`src/ihg_pkg.sv`:
```
package ihg_pkg;

    localparam int NUM_WORDS  = 6;
    localparam int WORD_W     = 32;
    localparam int HALF_W     = 16;
    localparam int LANE_W     = HALF_W + 1;
    localparam int SUM_W      = 20;
    localparam int OFF_W      = SUM_W + 1;
    localparam int PROD_W     = OFF_W + WORD_W;
    localparam int SHIFT      = 16;
    localparam int MAG_W      = 36;
    localparam int TOTAL_W    = MAG_W + 2;
    localparam int SAMPLE_W   = 16;
    localparam int NUM_STAGES = 5;

    localparam logic [HALF_W-1:0]   HALF_MASK = 16'hFFFF;
    localparam logic [OFF_W-1:0]    CENTRE    = OFF_W'(NUM_WORDS * 32'(HALF_MASK));
    localparam logic [PROD_W-1:0]   ROUND     = PROD_W'(32'h8000);
    localparam logic signed [TOTAL_W-1:0] SAT_MAX = TOTAL_W'(32767);
    localparam logic signed [TOTAL_W-1:0] SAT_MIN = -TOTAL_W'(32768);

    typedef struct packed {
        logic mul;
        logic rnd;
        logic fin;
    } scale_en_t;

endpackage

```
`src/ihg_if.sv`:
```
interface ihg_in_if;
    logic               valid;
    logic               ready;
    logic        [31:0] rand_word_0;
    logic        [31:0] rand_word_1;
    logic        [31:0] rand_word_2;
    logic        [31:0] rand_word_3;
    logic        [31:0] rand_word_4;
    logic        [31:0] rand_word_5;
    logic signed [31:0] mean_value;
    logic signed [31:0] std_dev;

    modport source (
        output valid, rand_word_0, rand_word_1, rand_word_2, rand_word_3,
               rand_word_4, rand_word_5, mean_value, std_dev,
        input  ready
    );
    modport sink (
        input  valid, rand_word_0, rand_word_1, rand_word_2, rand_word_3,
               rand_word_4, rand_word_5, mean_value, std_dev,
        output ready
    );
endinterface

interface ihg_out_if;
    logic               valid;
    logic               ready;
    logic signed [15:0] sample;

    modport source (
        output valid, sample,
        input  ready
    );
    modport sink (
        input  valid, sample,
        output ready
    );
endinterface

```
`src/ihg_lane.sv`:
```
module ihg_lane (
    input  logic                              clk,
    input  logic                              en,
    input  logic [ihg_pkg::WORD_W-1:0]        word,
    output logic [ihg_pkg::LANE_W-1:0]        half_sum
);

    logic [ihg_pkg::LANE_W-1:0] half_sum_reg;
    logic [ihg_pkg::LANE_W-1:0] half_sum_next;

    assign half_sum_next = ihg_pkg::LANE_W'(word[ihg_pkg::WORD_W-1:ihg_pkg::HALF_W])
                         + ihg_pkg::LANE_W'(word[ihg_pkg::HALF_W-1:0]);

    always_ff @(posedge clk)
    begin
        if (en)
        begin
            half_sum_reg <= half_sum_next;
        end
    end

    assign half_sum = half_sum_reg;

endmodule

```
`src/ihg_merge.sv`:
```
module ihg_merge (
    input  logic                                                clk,
    input  logic                                                en,
    input  logic [ihg_pkg::NUM_WORDS-1:0][ihg_pkg::LANE_W-1:0]  half_sum,
    output logic signed [ihg_pkg::OFF_W-1:0]                    offset
);

    logic [ihg_pkg::SUM_W-1:0]        pair_a;
    logic [ihg_pkg::SUM_W-1:0]        pair_b;
    logic [ihg_pkg::SUM_W-1:0]        pair_c;
    logic [ihg_pkg::SUM_W-1:0]        total;
    logic signed [ihg_pkg::OFF_W-1:0] offset_reg;
    logic signed [ihg_pkg::OFF_W-1:0] offset_next;

    assign pair_a = ihg_pkg::SUM_W'(half_sum[0]) + ihg_pkg::SUM_W'(half_sum[1]);
    assign pair_b = ihg_pkg::SUM_W'(half_sum[2]) + ihg_pkg::SUM_W'(half_sum[3]);
    assign pair_c = ihg_pkg::SUM_W'(half_sum[4]) + ihg_pkg::SUM_W'(half_sum[5]);
    assign total  = pair_a + pair_b + pair_c;

    assign offset_next = $signed(ihg_pkg::OFF_W'(total) - ihg_pkg::CENTRE);

    always_ff @(posedge clk)
    begin
        if (en)
        begin
            offset_reg <= offset_next;
        end
    end

    assign offset = offset_reg;

endmodule

```
`src/ihg_scale.sv`:
```
module ihg_scale (
    input  logic                                clk,
    input  ihg_pkg::scale_en_t                  en,
    input  logic signed [ihg_pkg::OFF_W-1:0]    offset,
    input  logic signed [ihg_pkg::WORD_W-1:0]   dev,
    input  logic                                dev_pos,
    input  logic signed [ihg_pkg::WORD_W-1:0]   mean,
    output logic signed [ihg_pkg::SAMPLE_W-1:0] sample
);

    logic signed [ihg_pkg::PROD_W-1:0]   prod_reg;
    logic signed [ihg_pkg::PROD_W-1:0]   prod_next;
    logic        [ihg_pkg::PROD_W-1:0]   prod_abs;
    logic        [ihg_pkg::PROD_W-1:0]   prod_rnd;
    logic        [ihg_pkg::MAG_W-1:0]    mag_reg;
    logic                                neg_reg;
    logic signed [ihg_pkg::WORD_W-1:0]   mean_mul_reg;
    logic signed [ihg_pkg::WORD_W-1:0]   mean_rnd_reg;
    logic                                pos_mul_reg;
    logic                                pos_rnd_reg;
    logic signed [ihg_pkg::TOTAL_W-1:0]  scaled;
    logic signed [ihg_pkg::TOTAL_W-1:0]  total;
    logic signed [ihg_pkg::SAMPLE_W-1:0] sample_reg;
    logic signed [ihg_pkg::SAMPLE_W-1:0] sample_next;

    assign prod_next = ihg_pkg::PROD_W'(offset) * ihg_pkg::PROD_W'(dev);

    always_ff @(posedge clk)
    begin
        if (en.mul)
        begin
            prod_reg     <= prod_next;
            mean_mul_reg <= mean;
            pos_mul_reg  <= dev_pos;
        end
    end

    // magnitude, round half up, drop the fraction
    assign prod_abs = prod_reg[ihg_pkg::PROD_W-1] ? ihg_pkg::PROD_W'(-prod_reg)
                                                  : ihg_pkg::PROD_W'(prod_reg);
    assign prod_rnd = prod_abs + ihg_pkg::ROUND;

    always_ff @(posedge clk)
    begin
        if (en.rnd)
        begin
            mag_reg      <= prod_rnd[ihg_pkg::SHIFT +: ihg_pkg::MAG_W];
            neg_reg      <= prod_reg[ihg_pkg::PROD_W-1];
            mean_rnd_reg <= mean_mul_reg;
            pos_rnd_reg  <= pos_mul_reg;
        end
    end

    always_comb
    begin
        scaled = $signed({2'b00, mag_reg});
        if (neg_reg)
        begin
            scaled = -scaled;
        end
        total = ihg_pkg::TOTAL_W'(mean_rnd_reg);
        if (pos_rnd_reg)
        begin
            total = total + scaled;
        end
        if (total > ihg_pkg::SAT_MAX)
        begin
            sample_next = ihg_pkg::SAMPLE_W'(ihg_pkg::SAT_MAX);
        end
        else if (total < ihg_pkg::SAT_MIN)
        begin
            sample_next = ihg_pkg::SAMPLE_W'(ihg_pkg::SAT_MIN);
        end
        else
        begin
            sample_next = ihg_pkg::SAMPLE_W'(total);
        end
    end

    always_ff @(posedge clk)
    begin
        if (en.fin)
        begin
            sample_reg <= sample_next;
        end
    end

    assign sample = sample_reg;

endmodule

```
`src/irwin_hall_gaussian_sample.sv`:
```
// A word runs through the lane, merge, multiply, round and saturate stages.
// Throughput: one word per cycle; six lanes sum the word halves in parallel,
// a 21 x 32 multiplier scales the offset, then round and saturate stages.
// Back-pressure stalls the five-stage pipeline, bubbles are squeezed out.
// Reset (rst_n, asynchronous, active low) empties every stage; data is kept.
module irwin_hall_gaussian_sample (
    input logic     clk,
    input logic     rst_n,
    ihg_in_if.sink  item,
    ihg_out_if.source result
);

    logic [ihg_pkg::NUM_STAGES-1:0] vld_reg;
    logic [ihg_pkg::NUM_STAGES-1:0] vld_next;
    logic [ihg_pkg::NUM_STAGES-1:0] en;

    logic [ihg_pkg::NUM_WORDS-1:0][ihg_pkg::WORD_W-1:0] words;
    logic [ihg_pkg::NUM_WORDS-1:0][ihg_pkg::LANE_W-1:0] half_sum;

    logic signed [ihg_pkg::WORD_W-1:0] mean_s1_reg;
    logic signed [ihg_pkg::WORD_W-1:0] mean_s2_reg;
    logic signed [ihg_pkg::WORD_W-1:0] dev_s1_reg;
    logic signed [ihg_pkg::WORD_W-1:0] dev_s2_reg;
    logic                              pos_s1_reg;
    logic                              pos_s2_reg;
    logic signed [ihg_pkg::OFF_W-1:0]  offset;
    ihg_pkg::scale_en_t                scale_en;

    assign words[0] = item.rand_word_0;
    assign words[1] = item.rand_word_1;
    assign words[2] = item.rand_word_2;
    assign words[3] = item.rand_word_3;
    assign words[4] = item.rand_word_4;
    assign words[5] = item.rand_word_5;

    always_comb
    begin
        en[ihg_pkg::NUM_STAGES-1] = !vld_reg[ihg_pkg::NUM_STAGES-1] || result.ready;
        for (int k = ihg_pkg::NUM_STAGES - 2; k >= 0; k--)
        begin
            en[k] = !vld_reg[k] || en[k+1];
        end
    end

    always_comb
    begin
        vld_next = vld_reg;
        if (en[0])
        begin
            vld_next[0] = item.valid;
        end
        for (int k = 1; k < ihg_pkg::NUM_STAGES; k++)
        begin
            if (en[k])
            begin
                vld_next[k] = vld_reg[k-1];
            end
        end
    end

    always_ff @(posedge clk or negedge rst_n)
    begin
        if (!rst_n)
        begin
            vld_reg <= '0;
        end
        else
        begin
            vld_reg <= vld_next;
        end
    end

    assign item.ready   = en[0];
    assign result.valid = vld_reg[ihg_pkg::NUM_STAGES-1];

    for (genvar i = 0; i < ihg_pkg::NUM_WORDS; i++)
    begin : g_lane
        ihg_lane u_lane (
            .clk      (clk),
            .en       (en[0]),
            .word     (words[i]),
            .half_sum (half_sum[i])
        );
    end

    always_ff @(posedge clk)
    begin
        if (en[0])
        begin
            mean_s1_reg <= item.mean_value;
            dev_s1_reg  <= item.std_dev;
            pos_s1_reg  <= !item.std_dev[ihg_pkg::WORD_W-1] && (|item.std_dev);
        end
        if (en[1])
        begin
            mean_s2_reg <= mean_s1_reg;
            dev_s2_reg  <= dev_s1_reg;
            pos_s2_reg  <= pos_s1_reg;
        end
    end

    ihg_merge u_merge (
        .clk      (clk),
        .en       (en[1]),
        .half_sum (half_sum),
        .offset   (offset)
    );

    assign scale_en.mul = en[2];
    assign scale_en.rnd = en[3];
    assign scale_en.fin = en[4];

    ihg_scale u_scale (
        .clk     (clk),
        .en      (scale_en),
        .offset  (offset),
        .dev     (dev_s2_reg),
        .dev_pos (pos_s2_reg),
        .mean    (mean_s2_reg),
        .sample  (result.sample)
    );

`ifndef SYNTHESIS
    a_accept_fills: assert property (@(posedge clk) disable iff (!rst_n)
        item.valid && item.ready |=> vld_reg[0])
        else $error("accepted word did not enter the first stage");

    a_full_blocks: assert property (@(posedge clk) disable iff (!rst_n)
        (&vld_reg) && !result.ready |-> !item.ready)
        else $error("full pipeline took a new word");

    a_no_drop: assert property (@(posedge clk) disable iff (!rst_n)
        $fell(vld_reg[ihg_pkg::NUM_STAGES-1]) |-> $past(result.ready))
        else $error("sample dropped without being taken");
`endif

endmodule

```
`src/flat_wrapper.sv`:
```
// flat-port wrapper written by rule: the top's interface ports become plain ports
module irwin_hall_gaussian_sample_flat 
  (clk, rst_n, item_valid, item_rand_word_0, item_rand_word_1, item_rand_word_2, item_rand_word_3, item_rand_word_4, item_rand_word_5, item_mean_value, item_std_dev, item_ready, result_valid, result_sample, result_ready);
  ihg_in_if item_i ();
  ihg_out_if result_i ();
  input logic clk;
  input logic rst_n;
  input wire logic [$bits(item_i.valid)-1:0] item_valid;
  input wire logic [$bits(item_i.rand_word_0)-1:0] item_rand_word_0;
  input wire logic [$bits(item_i.rand_word_1)-1:0] item_rand_word_1;
  input wire logic [$bits(item_i.rand_word_2)-1:0] item_rand_word_2;
  input wire logic [$bits(item_i.rand_word_3)-1:0] item_rand_word_3;
  input wire logic [$bits(item_i.rand_word_4)-1:0] item_rand_word_4;
  input wire logic [$bits(item_i.rand_word_5)-1:0] item_rand_word_5;
  input wire logic [$bits(item_i.mean_value)-1:0] item_mean_value;
  input wire logic [$bits(item_i.std_dev)-1:0] item_std_dev;
  output wire logic [$bits(item_i.ready)-1:0] item_ready;
  output wire logic [$bits(result_i.valid)-1:0] result_valid;
  output wire logic [$bits(result_i.sample)-1:0] result_sample;
  input wire logic [$bits(result_i.ready)-1:0] result_ready;
  assign item_i.valid = item_valid;
  assign item_i.rand_word_0 = item_rand_word_0;
  assign item_i.rand_word_1 = item_rand_word_1;
  assign item_i.rand_word_2 = item_rand_word_2;
  assign item_i.rand_word_3 = item_rand_word_3;
  assign item_i.rand_word_4 = item_rand_word_4;
  assign item_i.rand_word_5 = item_rand_word_5;
  assign item_i.mean_value = item_mean_value;
  assign item_i.std_dev = item_std_dev;
  assign item_ready = item_i.ready;
  assign result_valid = result_i.valid;
  assign result_sample = result_i.sample;
  assign result_i.ready = result_ready;
  irwin_hall_gaussian_sample u_core (.clk(clk), .rst_n(rst_n), .item(item_i), .result(result_i));
endmodule
```
`config.mk`:
```
export PLATFORM = sky130hd
export DESIGN_NAME = irwin_hall_gaussian_sample_flat
export DESIGN_NICKNAME = d
export VERILOG_FILES = /design/src/ihg_pkg.sv /design/src/ihg_if.sv /design/src/ihg_lane.sv /design/src/ihg_merge.sv /design/src/ihg_scale.sv /design/src/irwin_hall_gaussian_sample.sv /design/src/flat_wrapper.sv
export SDC_FILE = /design/constraint.sdc
export NUM_CORES = 2
export LEC_CHECK = 0
export BUFFER_PORTS_ARGS = -buffer_cell sky130_fd_sc_hd__buf_2
export CAP_MARGIN = 25
export CORE_MARGIN = 3
export CORE_UTILIZATION = 64
export DETAILED_ROUTE_END_ITERATION = 16
export PLACE_DENSITY = 0.93
export REMOVE_ABC_BUFFERS = 1
export SKIP_LAST_GASP = 1
export SYNTH_ARGS = -nofsm -noshare
export SYNTH_HDL_FRONTEND = slang
export SYNTH_SLANG_ARGS = --single-unit
```
`constraint.sdc`:
```
create_clock -name clk -period 8.5 [get_ports clk]
set_input_delay 0 -clock clk [delete_from_list [all_inputs] [get_ports clk]]
set_output_delay 0 -clock clk [all_outputs]
set_load 0.03 [all_outputs]
```
==> key figures <==
Outcome
  • Status: finished clean

Logic synthesis
  • Main combinational cell family by area after synthesis: adder cells
  • Yosys top cell area share: 0.299
  • Largest cells by area after synthesis: fa_1, edfxtp_1, ha_1
  • Synth Area in Adders: 0.379
  • Seq/Total Area, Yosys: 0.265
  • Compound-cell area share of the yosys netlist: 0.0827
  • Mapped Cells: 4818
  • Post-synthesis xor/xnor area fraction: 0.0517
  • Mapped Area: 0.0486 mm²
  • Synthesized area per cell: 10.1 µm²
  • Ys flop type: edfxtp_1
  • Synth warn: 0
  • Number of synthesized flops with an enable pin: 425
  • Async S/R FF share, synth: 0.0116
  • Post-synth top area cell: fa_1
  • Multiplexer area fraction after synthesis: 0.00209
  • Synthesis-stage register bit count: 430
  • Synth Area in Simple Gates: 0.130
  • Synth cell types: 84

Min path
  • Hold Path Cell Cnt: 6
  • Worst Hold Class: in -> reg

Worst setup path
  • CP startpoint kind: register
  • R2R depth: 25
  • Most used cell, CP: fa_1
  • Required time of the critical path: 8830 ps
  • Worst endpoint data arrival time: 8580 ps
  • Crit path max-delay cell type: edfxtp_1
  • Crit path kind: reg -> reg
  • Critical Path Max Stage Delay: 720 ps
  • Crit Path Max Fanout: 12
  • Crit path capture type: register

Run
  • Max Cap Violations: 0

GRT
  • Initial antenna violation count: 5
  • First-pass GRT wire length: 216000 µm
  • Pin count of the biggest net entering global routing: 138
  • Vias in the first global route: 41563
  • GRT Total Usage: 0.352
  • GRT overflow: 0

Floorplan
  • Initial core utilization: 0.650
  • Top Ports: 278
  • Die ar.: 0.0793 mm²
  • Placement row count: 100
  • Core area: 0.0748 mm²
  • Die height: 282 µm
  • Die Wd: 282 µm

Final layout
  • Area growth, synth to finish: 16.2%
  • Max reg flops: 102
  • Layout cell share with drive strength beyond 1: 0.0982
  • # nets final: 6714
  • Final instance area: 0.0565 mm²
  • Cell Count, Final, Fillers Out: 6431

Place
  • Cells after DPL: 5979
  • Final HPWL DP: 98700 µm
  • Gp weighted congestion: 0.983
  • DP Worst Slack: 293 ps
  • Count of input and output buffers: 277
  • Area after DPL: 0.0512 mm²

STA
  • Worst setup margin: 255 ps
  • Crit share post-route: 0.970
  • Fin. Hold Viols: 0
  • Final setup TNS: 0 ps
  • Rel. slew slack: 0.241
  • Min cycle time layout: 8250 ps
  • Max-slew violations: 0
  • Maximum clock frequency: 121 MHz
  • Worst Skew: 29.0 ps
  • Least-Margin Pin Slew: 1130 ps
  • # setup viols final: 0

Routing
  • Initial DRC Count: 3889
  • Vias per cell: 6.05
  • Final WL: 141000 µm
  • WL/cell: 21.9 µm
  • DRC: 0
  • DRT antenna net count: 0
  • Pre-antenna DRT Iters: 6
  • Vias: 38912

Clock network
  • CTS H-tree depth: 2
  • Reg clk slew, reported paths: 60 ps
  • CTS Root Cell: clkbuf_16
  • Bufs on Longest Clock Path: 3
  • Worst skew pair latency: 610 ps
  • Num Clock Sinks: 430
  • CTS buffer count: 49
  • CTS tree: built
==> kinds of logic (layout without fill, tap and decap cells) <==
logic type / count (synthesis) / in the layout
AND/OR/NAND/NOR: 1284 / 1284
buffers and inverters: 1158 / 1799
adder cells (fa/ha/maj): 1036 / 1036
AO/OA/AOI/OAI: 615 / 615
flip-flops: 430 / 430
XOR/XNOR: 285 / 285
multiplexers: 10 / 10
other: 0 / 3
==> cells in the mapped netlist (all sizes together), types with 28 or more instances <==
library cell	number
a21o	90
a21oi	175
and2	285
and3	28
clkbuf	166
edfxtp	425
fa	727
ha	308
inv	981
nand2	505
nand2b	32
nand3	54
nand4	29
nor2	173
nor2b	31
nor3	62
o21a	32
o21ai	119
xnor2	222
xor2	63
==> placed cells by master, fill, tap and decap left out, types with 53 or more instances in the layout <==
cell type and instances:
a21oi_1 173, o21ai_0 118, and2_1 284, dlygate4sd3_1 291, buf_4 140, xor2_1 62, nor2_1 173, xnor2_1 222
inv_1 981, fa_1 727, a21o_1 90, buf_2 277, ha_1 308, nand2_1 503, nand3_1 53, edfxtp_1 425
nor3_1 60
==> timing repair <==
| item | in CTS | in global routing |
|---|---|---|
| hold endpoints to repair | 170 | 0 |
| resized for setup | 0 | 1 |
| hold buffers | 291 | 0 |
| buffers inserted | 0 | 66 |
| setup endpoints to repair | 0 | 5 |
==> final cells by class <==
type                            count  area, µm²
Antenna cell                        3       7.51
Tap cell                          969       1210
Clock inverter                     39        398
Fill cell                        4380      18300
Clock buffer                       52       1240
Multi-Input combinational cell   3230      31400
Inverter                          984       3700
Timing Repair Buffer              724       5670
Sequential cell                   430      12900
==> path summary, 6_finish.rpt <==
check | startpoint | end | slack, ps
setup / recovery | u_core.u_merge.offset[8] | u_core.u_scale.prod_reg[50] | 250
min in group asynchronous | rst_n | u_core.vld_reg[0] | 340
setup reg to reg | u_core.u_merge.offset[8] | u_core.u_scale.prod_reg[50] | 250
max in group asynchronous | rst_n | u_core.vld_reg[4] | 7960
hold reg to reg | u_core.mean_s1_reg[20] | u_core.mean_s2_reg[20] | 420
hold / removal | item_rand_word_2[3] | u_core.g_lane[2].u_lane.half_sum[4] | 7
==> metal layers <==
| layer | GRT usage | share of wire | vias up |
|---|---|---|---|
| li1 | - | - | 16554 |
| met5 | 0 | 0.00047 | - |
| met4 | 0.193 | 0.071 | 4 |
| met2 | 0.606 | 0.48 | 2840 |
| met3 | 0.0949 | 0.11 | 760 |
| met1 | 0.401 | 0.33 | 18754 |
==> metrics by stage <==
stage | hold WS (ps) | utilization
3_5_place_dp | -175 | 0.685
6_report | 7.03 | 0.755
3_3_place_gp | -180 | 0.685
5_1_grt | 15.4 | 0.755
4_1_cts | 3.05 | 0.746
2_1_floorplan | -296 | -
==> critical path: cells and delay by family, from the launching register on <==
family	cells	cell delay (ps)
adder cells (fa/ha/maj)	8	4060
flip-flops	1	720
XOR/XNOR	1	120
AND/OR/NAND/NOR	3	480
AO/OA/AOI/OAI	8	2040
buffers and inverters	5	520
Power is left out: the tool's default activity adds up to more than one toggle a clock period on the data nets, which glitch-free logic cannot reach.
